$ cat src/hw/rtl/assert_macros.svh
// Assertion macros used by the top-level RTL file.
`ifndef ASSERT_MACROS_SVH
`define ASSERT_MACROS_SVH

// Check a property on every rising clock edge outside reset.
`define RMSM_ASSERT(label, prop, msg) \
  label: assert property (@(posedge clk_i) disable iff (!rst_ni) (prop)) else $error(msg);

// Check that a condition implies a consequence in the same cycle.
`define RMSM_ASSERT_IMP(label, cond, cons, msg) \
  label: assert property (@(posedge clk_i) disable iff (!rst_ni) (cond) |-> (cons)) \
    else $error(msg);

`endif

$ cat src/hw/rtl/rmsm_pkg.sv
// Shared constants and types of the RMS sound level meter.
package rmsm_pkg;

  localparam int unsigned BLOCK_LEN = 1024;
  localparam int unsigned COUNT_CAP = (BLOCK_LEN > 2047) ? 2047 : BLOCK_LEN;
  localparam int unsigned CNT_W     = 11;
  localparam int unsigned SUM_W     = 56;
  localparam int unsigned MUL_W     = 32;

  localparam logic [SUM_W-1:0] SUM_MAX         = {SUM_W{1'b1}};
  localparam logic [MUL_W-1:0] TEN_LOG10_2_Q24 = 32'd50504453;
  localparam logic [23:0]      FS_LOG2_Q16     = 24'(46 << 16);

  typedef enum logic [1:0] {
    REG_SAMPLE_SHIFT = 2'd0,
    REG_CALIBRATION  = 2'd1,
    REG_FLOOR        = 2'd2,
    REG_CEILING      = 2'd3
  } reg_idx_e;

  typedef struct packed {
    logic             start;
    logic [MUL_W-1:0] a;
    logic [MUL_W-1:0] b;
  } mul_req_t;

  typedef struct packed {
    logic               done;
    logic [2*MUL_W-1:0] product;
  } mul_rsp_t;

endpackage

$ cat src/hw/rtl/block_rms_sound_level_meter.sv
// Top level of the block RMS sound level meter.
//
//   channel   direction  handshake                 payload
//   in        sink       in_valid_i / in_stall_o   sample_word_i, last_in_block_i
//   out       source     out_valid_o / out_stall_i level_q8_o, nonzero_count_o,
//                                                  silent_block_o
//   config    APB slave  psel/penable/pwrite       paddr, pwdata, prdata
//
// An item whose sample is zero (or past the count cap) is taken without a product; a
// nonzero sample is squared by the 32-step shift-add multiplier.
// An end-of-block item with a nonzero count adds two one-bit-a-cycle
// normalizations and 33 serial products (two 16-step log2 loops and the dB scale).
// in_stall_o is high while an item is at work; a finished result waits in the
// output register and the next item is taken meanwhile. Reset restores the
// register defaults and clears the accumulators.
module block_rms_sound_level_meter (
  input  logic        clk_i,
  input  logic        rst_ni,
  input  logic        in_valid_i,
  output logic        in_stall_o,
  input  logic signed [31:0] sample_word_i,
  input  logic        last_in_block_i,
  output logic        out_valid_o,
  input  logic        out_stall_i,
  output logic [15:0] level_q8_o,
  output logic [10:0] nonzero_count_o,
  output logic        silent_block_o,
  input  logic        psel,
  input  logic        penable,
  input  logic        pwrite,
  input  logic [3:0]  paddr,
  input  logic [31:0] pwdata,
  output logic [31:0] prdata,
  output logic        pready
);
  import rmsm_pkg::*;
  `include "assert_macros.svh"

  typedef enum logic [2:0] {
    ST_IDLE,
    ST_SQUARE,
    ST_CHECK,
    ST_NORM,
    ST_LOG,
    ST_DMUL,
    ST_REPORT
  } state_e;

  // Configuration registers
  logic [4:0] shift_q;
  logic [7:0] cal_q;
  logic [7:0] floor_q;
  logic [7:0] ceil_q;
  logic       cfg_wr;

  assign pready = 1'b1;
  assign cfg_wr = psel && penable && pwrite;

  always_ff @(posedge clk_i or negedge rst_ni) begin
    if (!rst_ni) begin
      shift_q <= 5'd8;
      cal_q   <= 8'd120;
      floor_q <= 8'd20;
      ceil_q  <= 8'd120;
    end else if (cfg_wr) begin
      unique case (reg_idx_e'(paddr[3:2]))
        REG_SAMPLE_SHIFT: shift_q <= pwdata[4:0];
        REG_CALIBRATION:  cal_q   <= pwdata[7:0];
        REG_FLOOR:        floor_q <= pwdata[7:0];
        REG_CEILING:      ceil_q  <= pwdata[7:0];
      endcase
    end
  end

  always_comb begin
    unique case (reg_idx_e'(paddr[3:2]))
      REG_SAMPLE_SHIFT: prdata = {27'd0, shift_q};
      REG_CALIBRATION:  prdata = {24'd0, cal_q};
      REG_FLOOR:        prdata = {24'd0, floor_q};
      REG_CEILING:      prdata = {24'd0, ceil_q};
    endcase
  end

  // Datapath state
  state_e             state_q;
  logic               last_q;
  logic [SUM_W-1:0]   sum_q;
  logic [CNT_W-1:0]   count_q;
  logic [63:0]        norm_q;
  logic [5:0]         exp_q;
  logic [15:0]        frac_q;
  logic [3:0]         bit_q;
  logic               phase_cnt_q;
  logic [21:0]        log_sum_q;
  logic               d_neg_q;
  logic [19:0]        db_q;
  logic               mul_start_q;
  logic [MUL_W-1:0]   mul_a_q;
  logic [MUL_W-1:0]   mul_b_q;
  logic               out_valid_q;
  logic [15:0]        level_q;
  logic [CNT_W-1:0]   nz_q;
  logic               silent_q;

  mul_req_t mul_req;
  mul_rsp_t mul_rsp;

  assign mul_req.start = mul_start_q;
  assign mul_req.a     = mul_a_q;
  assign mul_req.b     = mul_b_q;

  rmsm_serial_mul u_mul (
    .clk_i  (clk_i),
    .rst_ni (rst_ni),
    .req_i  (mul_req),
    .rsp_o  (mul_rsp)
  );

  // Sample alignment
  logic signed [31:0] sample_s;
  logic [31:0]        sample_mag;
  logic               sample_use;

  assign sample_s   = sample_word_i >>> shift_q;
  assign sample_mag = sample_s[31] ? (~sample_s + 32'd1) : sample_s;
  assign sample_use = (sample_s != 32'sd0) && (count_q < CNT_W'(COUNT_CAP));

  // Saturating accumulate
  logic [63:0]      sum_ext;
  logic [SUM_W-1:0] sum_next;

  assign sum_ext  = {8'd0, sum_q} + mul_rsp.product;
  assign sum_next = (sum_ext > {8'd0, SUM_MAX}) ? SUM_MAX : sum_ext[SUM_W-1:0];

  // One log2 fraction bit per squaring
  logic [31:0] y_next;
  logic [15:0] frac_next;
  logic [21:0] log_now;
  logic [23:0] d_val;
  logic [23:0] d_mag;

  always_comb begin
    y_next         = mul_rsp.product[63] ? mul_rsp.product[63:32] : mul_rsp.product[62:31];
    frac_next      = frac_q;
    frac_next[bit_q] = mul_rsp.product[63];
    log_now        = {exp_q, frac_next};
    d_val          = {2'b00, log_sum_q} - {2'b00, log_now} - FS_LOG2_Q16;
    d_mag          = d_val[23] ? (~d_val + 24'd1) : d_val;
  end

  // Round the scaled product to 1/256 dB, halves toward +inf
  logic [63:0] p_signed;
  logic [63:0] p_biased;

  assign p_signed = d_neg_q ? (64'd0 - mul_rsp.product) : mul_rsp.product;
  assign p_biased = p_signed + 64'h0000_0000_8000_0000;

  // Offset and clamp
  logic signed [20:0] level_raw;
  logic signed [20:0] floor_s;
  logic signed [20:0] ceil_s;
  logic signed [20:0] level_f;
  logic signed [20:0] level_c;

  always_comb begin
    level_raw = $signed({5'd0, cal_q, 8'd0}) + $signed({db_q[19], db_q});
    floor_s   = $signed({5'd0, floor_q, 8'd0});
    ceil_s    = $signed({5'd0, ceil_q, 8'd0});
    level_f   = (level_raw < floor_s) ? floor_s : level_raw;
    level_c   = (level_f > ceil_s) ? ceil_s : level_f;
  end

  logic out_free;
  logic out_load;
  logic mul_kick;

  assign out_free = !out_valid_q || !out_stall_i;
  assign out_load = out_free &&
                    ((state_q == ST_REPORT) || (state_q == ST_CHECK && count_q == '0));

  // Start a product when an item, a normalized mantissa, the next squaring or the dB scale is ready
  always_comb begin
    unique case (state_q)
      ST_IDLE: mul_kick = in_valid_i && sample_use;
      ST_NORM: mul_kick = norm_q[63];
      ST_LOG:  mul_kick = mul_rsp.done && ((bit_q != 4'd0) || phase_cnt_q);
      default: mul_kick = 1'b0;
    endcase
  end

  always_ff @(posedge clk_i or negedge rst_ni) begin
    if (!rst_ni) begin
      state_q     <= ST_IDLE;
      last_q      <= 1'b0;
      sum_q       <= '0;
      count_q     <= '0;
      norm_q      <= '0;
      exp_q       <= '0;
      frac_q      <= '0;
      bit_q       <= '0;
      phase_cnt_q <= 1'b0;
      log_sum_q   <= '0;
      d_neg_q     <= 1'b0;
      db_q        <= '0;
      mul_start_q <= 1'b0;
      mul_a_q     <= '0;
      mul_b_q     <= '0;
      out_valid_q <= 1'b0;
      level_q     <= '0;
      nz_q        <= '0;
      silent_q    <= 1'b0;
    end else begin
      mul_start_q <= mul_kick;
      if (out_load) begin
        out_valid_q <= 1'b1;
      end else if (!out_stall_i) begin
        out_valid_q <= 1'b0;
      end
      unique case (state_q)
        ST_IDLE: begin
          if (in_valid_i) begin
            last_q <= last_in_block_i;
            if (sample_use) begin
              mul_a_q     <= sample_mag;
              mul_b_q     <= sample_mag;
              state_q     <= ST_SQUARE;
            end else if (last_in_block_i) begin
              state_q <= ST_CHECK;
            end
          end
        end
        ST_SQUARE: begin
          if (mul_rsp.done) begin
            sum_q   <= sum_next;
            count_q <= count_q + CNT_W'(1);
            state_q <= last_q ? ST_CHECK : ST_IDLE;
          end
        end
        ST_CHECK: begin
          if (count_q == '0) begin
            if (out_free) begin
              level_q     <= {floor_q, 8'd0};
              nz_q        <= '0;
              silent_q    <= 1'b1;
              state_q     <= ST_IDLE;
            end
          end else begin
            norm_q      <= {8'd0, sum_q};
            exp_q       <= '1;
            phase_cnt_q <= 1'b0;
            state_q     <= ST_NORM;
          end
        end
        ST_NORM: begin
          // Shift left one bit a cycle until the leading one reaches the top.
          if (norm_q[63]) begin
            mul_a_q     <= norm_q[63:32];
            mul_b_q     <= norm_q[63:32];
            frac_q      <= '0;
            bit_q       <= '1;
            state_q     <= ST_LOG;
          end else begin
            norm_q <= {norm_q[62:0], 1'b0};
            exp_q  <= exp_q - 6'd1;
          end
        end
        ST_LOG: begin
          if (mul_rsp.done) begin
            frac_q <= frac_next;
            if (bit_q != 4'd0) begin
              bit_q       <= bit_q - 4'd1;
              mul_a_q     <= y_next;
              mul_b_q     <= y_next;
            end else if (!phase_cnt_q) begin
              log_sum_q   <= log_now;
              norm_q      <= {{(64-CNT_W){1'b0}}, count_q};
              exp_q       <= '1;
              phase_cnt_q <= 1'b1;
              state_q     <= ST_NORM;
            end else begin
              d_neg_q     <= d_val[23];
              mul_a_q     <= {8'd0, d_mag};
              mul_b_q     <= TEN_LOG10_2_Q24;
              state_q     <= ST_DMUL;
            end
          end
        end
        ST_DMUL: begin
          if (mul_rsp.done) begin
            db_q    <= p_biased[51:32];
            state_q <= ST_REPORT;
          end
        end
        ST_REPORT: begin
          if (out_free) begin
            level_q     <= level_c[15:0];
            nz_q        <= count_q;
            silent_q    <= 1'b0;
            sum_q       <= '0;
            count_q     <= '0;
            state_q     <= ST_IDLE;
          end
        end
        default: state_q <= ST_IDLE;
      endcase
    end
  end

  assign in_stall_o      = (state_q != ST_IDLE);
  assign out_valid_o     = out_valid_q;
  assign level_q8_o      = level_q;
  assign nonzero_count_o = nz_q;
  assign silent_block_o  = silent_q;

  `RMSM_ASSERT(a_count_cap, count_q <= CNT_W'(COUNT_CAP), "sample count above cap")
  `RMSM_ASSERT_IMP(a_sum_nonzero, count_q != '0, sum_q != '0, "count without sum")
  `RMSM_ASSERT_IMP(a_silent_zero, out_valid_o && silent_block_o, nonzero_count_o == '0,
    "silent result with nonzero count")
  `RMSM_ASSERT_IMP(a_done_state, mul_rsp.done,
    state_q == ST_SQUARE || state_q == ST_LOG || state_q == ST_DMUL,
    "product finished with no consumer waiting")

endmodule

$ cat src/hw/rtl/rmsm_serial_mul.sv
// Shift-add multiplier: one multiplier bit per cycle.
module rmsm_serial_mul (
  input  logic               clk_i,
  input  logic               rst_ni,
  input  rmsm_pkg::mul_req_t req_i,
  output rmsm_pkg::mul_rsp_t rsp_o
);
  import rmsm_pkg::*;

  logic [MUL_W-1:0]   a_q;
  logic [2*MUL_W-1:0] p_q;
  logic [4:0]         step_q;
  logic               busy_q;
  logic               done_q;
  logic [MUL_W:0]     upper_sum;

  // Add the multiplicand into the upper half when the current multiplier bit is set.
  assign upper_sum = p_q[0] ? ({1'b0, p_q[2*MUL_W-1:MUL_W]} + {1'b0, a_q})
                            : {1'b0, p_q[2*MUL_W-1:MUL_W]};

  always_ff @(posedge clk_i or negedge rst_ni) begin
    if (!rst_ni) begin
      a_q    <= '0;
      p_q    <= '0;
      step_q <= '0;
      busy_q <= 1'b0;
      done_q <= 1'b0;
    end else begin
      done_q <= !req_i.start && busy_q && (step_q == 5'(MUL_W - 1));
      if (req_i.start) begin
        a_q    <= req_i.a;
        p_q    <= {{MUL_W{1'b0}}, req_i.b};
        step_q <= '0;
        busy_q <= 1'b1;
      end else if (busy_q) begin
        p_q    <= {upper_sum, p_q[MUL_W-1:1]};
        step_q <= step_q + 5'd1;
        if (step_q == 5'(MUL_W - 1)) begin
          busy_q <= 1'b0;
        end
      end
    end
  end

  assign rsp_o.done    = done_q;
  assign rsp_o.product = p_q;

endmodule

$ cat config.mk
export PLATFORM = sky130hd
export DESIGN_NAME = block_rms_sound_level_meter
export DESIGN_NICKNAME = d
export VERILOG_FILES = /design/src/hw/rtl/rmsm_pkg.sv /design/src/hw/rtl/block_rms_sound_level_meter.sv /design/src/hw/rtl/rmsm_serial_mul.sv
export VERILOG_INCLUDE_DIRS = /design/src /design/src/hw/rtl
export SDC_FILE = /design/constraint.sdc
export NUM_CORES = 1
export LEC_CHECK = 0
export CAP_MARGIN = 25
export CORE_UTILIZATION = 56
export CTS_CLUSTER_DIAMETER = 80
export DETAILED_ROUTE_END_ITERATION = 6
export DONT_BUFFER_PORTS = 1
export PLACE_DENSITY = 0.72
export SLEW_MARGIN = 20
export SYNTH_ARGS = -nofsm -noshare
export SYNTH_HDL_FRONTEND = slang
export SYNTH_SLANG_ARGS = --single-unit
$ cat constraint.sdc
create_clock -name clk_i -period 11.2 [get_ports clk_i]
set_input_delay 1.68 -clock clk_i [delete_from_list [all_inputs] [get_ports clk_i]]
set_output_delay 1.68 -clock clk_i [all_outputs]
set_load 0.02 [all_outputs]
==> impl_metrics.ini, run 1 <==
[run]
number_of_max_capacitance_violations_reported = 0

[placed_design]
post_dp_cell_area_um2 = 31050
place_inst = 4004
io_buffers = 0
hpwlAfterDp_um = 65170
place.gp.congestion = 0.9516

[run_status]
outcome = finished, final reports clean

[timing]
maxSlewViolCount = 0
finalSetupViolCount = 0
final.setup.tns_ns = 0
post-route-period-util = 0.6022
final-hold-violation-count = 0
timing.fmax_mhz = 148.3
worst_slew_pin_slew_ns = 1.451
slew_headroom = 0.03279
rsz0062_at_grt = false
fin_crit_ns = 6.745
fin_worst_skew_ns = 0.02531

[worst_hold_path]
hold_path_depth = 2
hold-path-endpoint = frac_q[15]
startpoint_of_the_tightest_hold_check_path = frac_q[15]
holdCritPathClass = flop to flop

[global_route]
grt_first_pass_wirelength_um = 142000
grt_antenna_before_repair = 3
grt_use_total = 0.3165
maximum_number_of_pins_on_one_net_before_global_route_repair = 426
globalRouteOverflowTotal = 0
first_global_vias = 25740

[drt]
post_route_antenna_net_violation_count = 0
drc = 0
finalWirelength_um = 89330
drt_pre_antenna_iters = 7
vias = 26620
wl_per_cell_um = 21.83
routed_via_density = 6.505
dr.first_iter.drc_count = 2438

[setup_path]
r2r.worst_path.cells = 30
cp_max_fo = 13
timing.critical_path.from_type = flop
critPathMaxStageDelay_ns = 0.74
worst_ep_required_time_ns = 11.74
worst-endpoint-arrival_ns = 7.29
worst_path_most_repeated_cell = sky130_fd_sc_hd__o21ai_0
worstSetupPathType = flop to flop
critical_path.slowest_cell = sky130_fd_sc_hd__nor3_1
timing.reg2reg.setup_slack_ns = 4.45
setup.worst_path.end_class = flop
critical_path.reg2reg.startpoint = cal_q[0]
critical_path.reg2reg.endpoint = level_q8_o[4]

[finish]
post_layout_nonfiller_instances = 4092
layout.filler_cells = 4702
antenna_cell_count = 0
nets = 3535
multi_input_comb_area_um2 = 18840
area_occupied_by_registers_um2 = 10660
area.growth.synth_to_final_pct = 5.226
drive_gt1_frac = 0.1050
design_area_um2 = 32700

[clock_network]
cts-buffers-inserted = 50
root_buffer = sky130_fd_sc_hd__clkbuf_16
post_cts_buffers = 0
cts.sink_count = 425
cts_resized = 0
clk_path_buf_depth = 3
cts_tree = built
cts_max_level = 2
clk_pin_slew_ns = 0.06
clock_insertion_delay_worst_skew_ns = 0.61
hold_buffers = 0

[yosys]
netlist.area_leader.share = 0.3334
synth-warning-count = 0
synth-async-reset-ratio = 1.000
synth_flop_cell = sky130_fd_sc_hd__dfrtp_1
number_of_library_cell_types_mapped_by_synthesis = 119
post_synth_main_area_contributors = sky130_fd_sc_hd__dfrtp_1, sky130_fd_sc_hd__ha_1, sky130_fd_sc_hd__a21oi_1, sky130_fd_sc_hd__nor2_1, sky130_fd_sc_hd__o21ai_0
syn_area_per_cell_um2 = 8.940
synth-edff-count = 0
post-synth-top-count-cell = sky130_fd_sc_hd__dfrtp_1
seq_area_frac_synth = 0.3427
mappedNetlistArea_um2 = 31070
ys_top_cells_by_count = sky130_fd_sc_hd__dfrtp_1, sky130_fd_sc_hd__nor2_1, sky130_fd_sc_hd__a21oi_1
syn-instance-count = 3476
postSynthRegisterBits = 425
synth_top_area_cell = sky130_fd_sc_hd__dfrtp_1

[floorplan]
rows = 85
floorplan.die.height_um = 237.6
pin_count = 139
design.die.area_um2 = 56440
initial_standard_cell_utilization_of_the_core = 0.5718
die_width_um = 237.6
core_outline_area_um2 = 54350

[power_and_ir_drop]
ir_drop_v = 0.0001094
finalPower_w = 0.004040
power.leakage_nw = 14.44
power_density_nw_per_um2 = 123.6
[through the flow]
stage	setup WS (ns)	hold WS (ns)	util
final	4.455	0.4762	0.6017
after global routing	3.631	0.5129	0.6017
after CTS	4.505	0.4792	0.6017
after detailed placement	4.548	0.4666	0.5713
after global placement	4.606	0.4591	0.5713
after floorplan	5.410	0.4396	-
[worst max-delay path: cells and delay by family, from the launching register on]
| kind | cells | cell delay, ns |
|---|---|---|
| AOI/OAI and AO/OA | 14 | 2.80 |
| adders and majority gates | 5 | 1.57 |
| buffers and inverters | 1 | 0.06 |
| DFF | 1 | 0.36 |
| and+or+nand+nor | 10 | 1.86 |
[logic make-up (layout without fill, tap and decap cells)]
group,Yosys count,count (layout),synth area share
AO/OA/AOI/OAI,1062,1062,0.2212
XOR/XNOR,209,209,0.05939
adder cells (fa/ha/maj),152,152,0.06160
AND/OR/NAND/NOR,997,997,0.1528
other,2,25,0.0002417
flip-flops,425,425,0.3427
multiplexers,259,259,0.1072
buffers and inverters,370,224,0.05496
[report_power, final]
group / leakage (nW) / internal [W] / switching, W / total [W]
clock: 0.807 / 0.000971 / 0.000677 / 0.00165
sequential: 5.76 / 0.00157 / 0.0000528 / 0.00162
combinational: 7.88 / 0.000335 / 0.000435 / 0.000770
[area by class of cell]
| cell class | instances | share of cell area |
|---|---|---|
| Multi-Input combinational cell | 2704 | 0.5762 |
| Sequential cell | 425 | 0.3261 |
| Clock buffer | 72 | 0.04450 |
| Tap cell | 739 | 0.02828 |
| Inverter | 106 | 0.01217 |
| Timing Repair Buffer | 30 | 0.006888 |
| Clock inverter | 16 | 0.005931 |
[layout by cell type, fill, tap and decap left out, types with 20 or more instances in the layout]
cell type,count
sky130_fd_sc_hd__a21oi_1,296
sky130_fd_sc_hd__mux2i_1,116
sky130_fd_sc_hd__buf_4,30
sky130_fd_sc_hd__nand3_1,61
sky130_fd_sc_hd__a211oi_1,52
sky130_fd_sc_hd__o21ai_0,253
sky130_fd_sc_hd__nand4_1,45
sky130_fd_sc_hd__a221oi_1,50
sky130_fd_sc_hd__o21bai_1,22
sky130_fd_sc_hd__nor2b_1,33
sky130_fd_sc_hd__dfrtp_1,408
sky130_fd_sc_hd__nand2_1,281
sky130_fd_sc_hd__xor2_1,66
sky130_fd_sc_hd__o21a_1,37
sky130_fd_sc_hd__and3_1,21
sky130_fd_sc_hd__a21o_1,70
sky130_fd_sc_hd__ha_1,138
sky130_fd_sc_hd__clkbuf_16,51
sky130_fd_sc_hd__a22o_1,31
sky130_fd_sc_hd__inv_1,102
sky130_fd_sc_hd__xnor2_1,141
sky130_fd_sc_hd__a31oi_1,42
sky130_fd_sc_hd__o31ai_1,26
sky130_fd_sc_hd__a222oi_1,20
sky130_fd_sc_hd__o211ai_1,20
sky130_fd_sc_hd__conb_1,25
sky130_fd_sc_hd__nand2b_1,29
sky130_fd_sc_hd__nor3_1,43
sky130_fd_sc_hd__nor2_1,339
sky130_fd_sc_hd__mux4_2,48
sky130_fd_sc_hd__mux2_2,91
[routing by layer]
layer,share of wire,up-vias,track usage
met2,0.47,1059,0.5224
met5,0.00021,-,0
met1,0.41,12990,0.4114
met3,0.073,231,0.04924
met4,0.046,2,0.1392
li1,-,12340,-
[registers in the layout (all words and copies together), names as in the netlist, 20 cells and up]
register,count
sum_q,56
mul_b_q,26
u_mul.p_q,64
log_sum_q,22
mul_a_q,32
norm_q,64
db_q,20
u_mul.a_q,32
[worst max path at each step]
| stage | start | end | slack (ns) | depth (start not counted) |
|---|---|---|---|---|
| floorplan | cal_q[0] | level_q8_o[0] | 5.41 | 29 |
| global placement | cal_q[0] | level_q8_o[0] | 4.61 | 30 |
| detailed placement | cal_q[0] | level_q8_o[4] | 4.55 | 30 |
| CTS | cal_q[0] | level_q8_o[4] | 4.50 | 30 |
| global route | cal_q[0] | level_q8_o[0] | 3.63 | 30 |
| finish | cal_q[0] | level_q8_o[4] | 4.45 | 30 |
Power figures use the tool's default switching activity.
==> run 2, diff against run 1 <==
clock period = 6.5 ns   (was 11.2 ns; I/O delays follow)
==> run 2 against run 1 <==
  * Count of clock-buffer cells in the layout decreased by 6
  * Hold slack got worse by 0.42 ns
  * Utilization increased by 0.40 points
  * Non-clock buffer count increased by 16
  * Sequential share of layout area decreased by 0.22 points
  * Highest routed layer is now met4
  * Power increased by 76%
  * Global-route usage increased by 0.61 points
  * Critical path depth increased by 1
  * Combinational power increased by 77%
  * Cell area increased by 0.67%
  * Cell count increased by 0.54%
  * Die area unchanged
==> impl_metrics.ini, run 2 (same netlist as run 1, synthesis figures left out) <==
[run_status]
outcome = finished, final reports clean

[global_route]
grt_first_pass_wirelength_um = 145500
first_global_vias = 26060
grt_use_total = 0.3227
met2_usage = 0.5291
grt_use_met3 = 0.04320
globalRouteOverflowTotal = 0
grt_busiest_layer = met2
grtUsageMet1 = 0.4269
grt_antenna_before_repair = 2
maximum_number_of_pins_on_one_net_before_global_route_repair = 426

[floorplan]
design.die.area_um2 = 56440
pin_count = 139
initial_standard_cell_utilization_of_the_core = 0.5718
core_outline_area_um2 = 54350
rows = 85
floorplan.die.height_um = 237.6
die_width_um = 237.6

[drt]
finalWirelength_um = 91070
vias = 26740
drt_pre_antenna_iters = 6
wl_per_cell_um = 22.14
drc = 0
routed_via_density = 6.500
dr.first_iter.drc_count = 2413
post_route_antenna_net_violation_count = 0

[timing]
final.setup.tns_ns = 0
timing.fmax_mhz = 169.0
fin_crit_ns = 5.918
finalSetupViolCount = 0
rsz0062_at_grt = false
maxSlewViolCount = 0
final-hold-violation-count = 0
worst_slew_pin_slew_ns = 1.035
slew_headroom = 0.3058
fin_worst_skew_ns = 0.02084
post-route-period-util = 0.9104

[power_and_ir_drop]
power_density_nw_per_um2 = 215.5
ir_drop_v = 0.0001931
power.leakage_nw = 14.55

[finish]
largestRegisters = norm_q x64, u_mul.p_q x64, sum_q x56
nets = 3549
final_cell_mix = sky130_fd_sc_hd__dfrtp_1, sky130_fd_sc_hd__nor2_1, sky130_fd_sc_hd__a21oi_1
drive_gt1_frac = 0.1106
area.growth.synth_to_final_pct = 5.931
mostFrequentLayoutCell = sky130_fd_sc_hd__dfrtp_1
layout.core_utilization = 0.6057

[setup_path]
worstSetupPathType = flop to flop
worst_path_bufs_invs = 2
worst_ep_required_time_ns = 7.04
cp_max_fo = 9
setup.worst_path.end_class = flop
critical_path.slowest_cell = sky130_fd_sc_hd__fa_1
critPathTopFamily = compound AO/OA/AOI/OAI gates
critPathMaxStageDelay_ns = 0.39
timing.critical_path.from_type = flop
worst_path_most_repeated_cell = sky130_fd_sc_hd__o21ai_0
worst-endpoint-arrival_ns = 6.46

[clock_network]
cts.sink_count = 425
cts_tree = built
clock_insertion_delay_worst_skew_ns = 0.62
hold_buffers = 0
clk_path_buf_depth = 3
cts-buffers-inserted = 48
clk_pin_slew_ns = 0.06
cts_max_level = 2
root_buffer = sky130_fd_sc_hd__clkbuf_16

[placed_design]
io_buffers = 0
hpwlAfterDp_um = 66290
place.gp.congestion = 0.9501

[worst_hold_path]
holdCritPathClass = input pin to asynchronous set/reset pin

[run]
number_of_max_capacitance_violations_reported = 0
run 2: metal layers:
| metal | up-vias | share of wire |
|---|---|---|
| met5 | - | 0 |
| met4 | 0 | 0.046 |
| met3 | 228 | 0.062 |
| met2 | 963 | 0.47 |
| met1 | 13150 | 0.43 |
| li1 | 12400 | - |
run 2: what timing repair did:
item / 4_1_cts / 5_1_grt
buffers inserted: 0 / 0
setup endpoints to repair: 0 / 16
gates resized for setup: 0 / 3
run 2: worst paths after layout:
| check | from | to | slack, ns | cells after the start |
|---|---|---|---|---|
| max | cal_q[0] | level_q8_o[5] | 0.58 | 31 |
| min | rst_ni | silent_block_o | 0.05 | 0 |
| max reg2reg | cal_q[0] | level_q8_o[5] | 0.58 | 31 |
| min reg2reg | log_sum_q[0] | log_sum_q[0] | 0.48 | 2 |
| max in group asynchronous | rst_ni | mul_start_q | 5.50 | 0 |
| min in group clk_i | pwdata[2] | floor_q[2] | 0.48 | 2 |
run 2: layout make-up:
| type | count | area, µm² |
|---|---|---|
| well taps | 739 | 924.6 |
| inverters | 106 | 397.9 |
| diodes | 4 | 10.01 |
| multi-input cells | 2704 | 18840 |
| repair buffers | 46 | 367.9 |
| flip-flops and latches | 425 | 10660 |
| clock inverters | 24 | 335.3 |
| fillers | 4662 | 21430 |
| clock buffers | 66 | 1380 |
run 2: metrics by stage:
| step | std cells | setup WS, ns | hold slack (ns) | area [µm²] | power [W] |
|---|---|---|---|---|---|
| floorplan | 3499 | 0.7100 | 0.4396 | 31160 | 0.003851 |
| finish | 4114 | 0.5822 | 0.05414 | 32920 | 0.007093 |
| CTS | 4107 | 0.2313 | 0.03940 | 32870 | 0.007101 |
| global route | 4110 | 0.02994 | 0.03983 | 32910 | 0.007336 |
| detailed placement | 4017 | 0.2613 | 0.4680 | 31150 | 0.004160 |
| global placement | 4016 | 0.3151 | 0.4591 | 31140 | 0.004138 |
run 2: report_power, final:
| part | leakage, nW | switching, W | internal [W] |
|---|---|---|---|
| clock | 0.827 | 0.00120 | 0.00174 |
| sequential | 5.76 | 0.0000857 | 0.00270 |
| combinational | 7.97 | 0.000774 | 0.000590 |
| total | 14.6 | 0.00206 | 0.00503 |
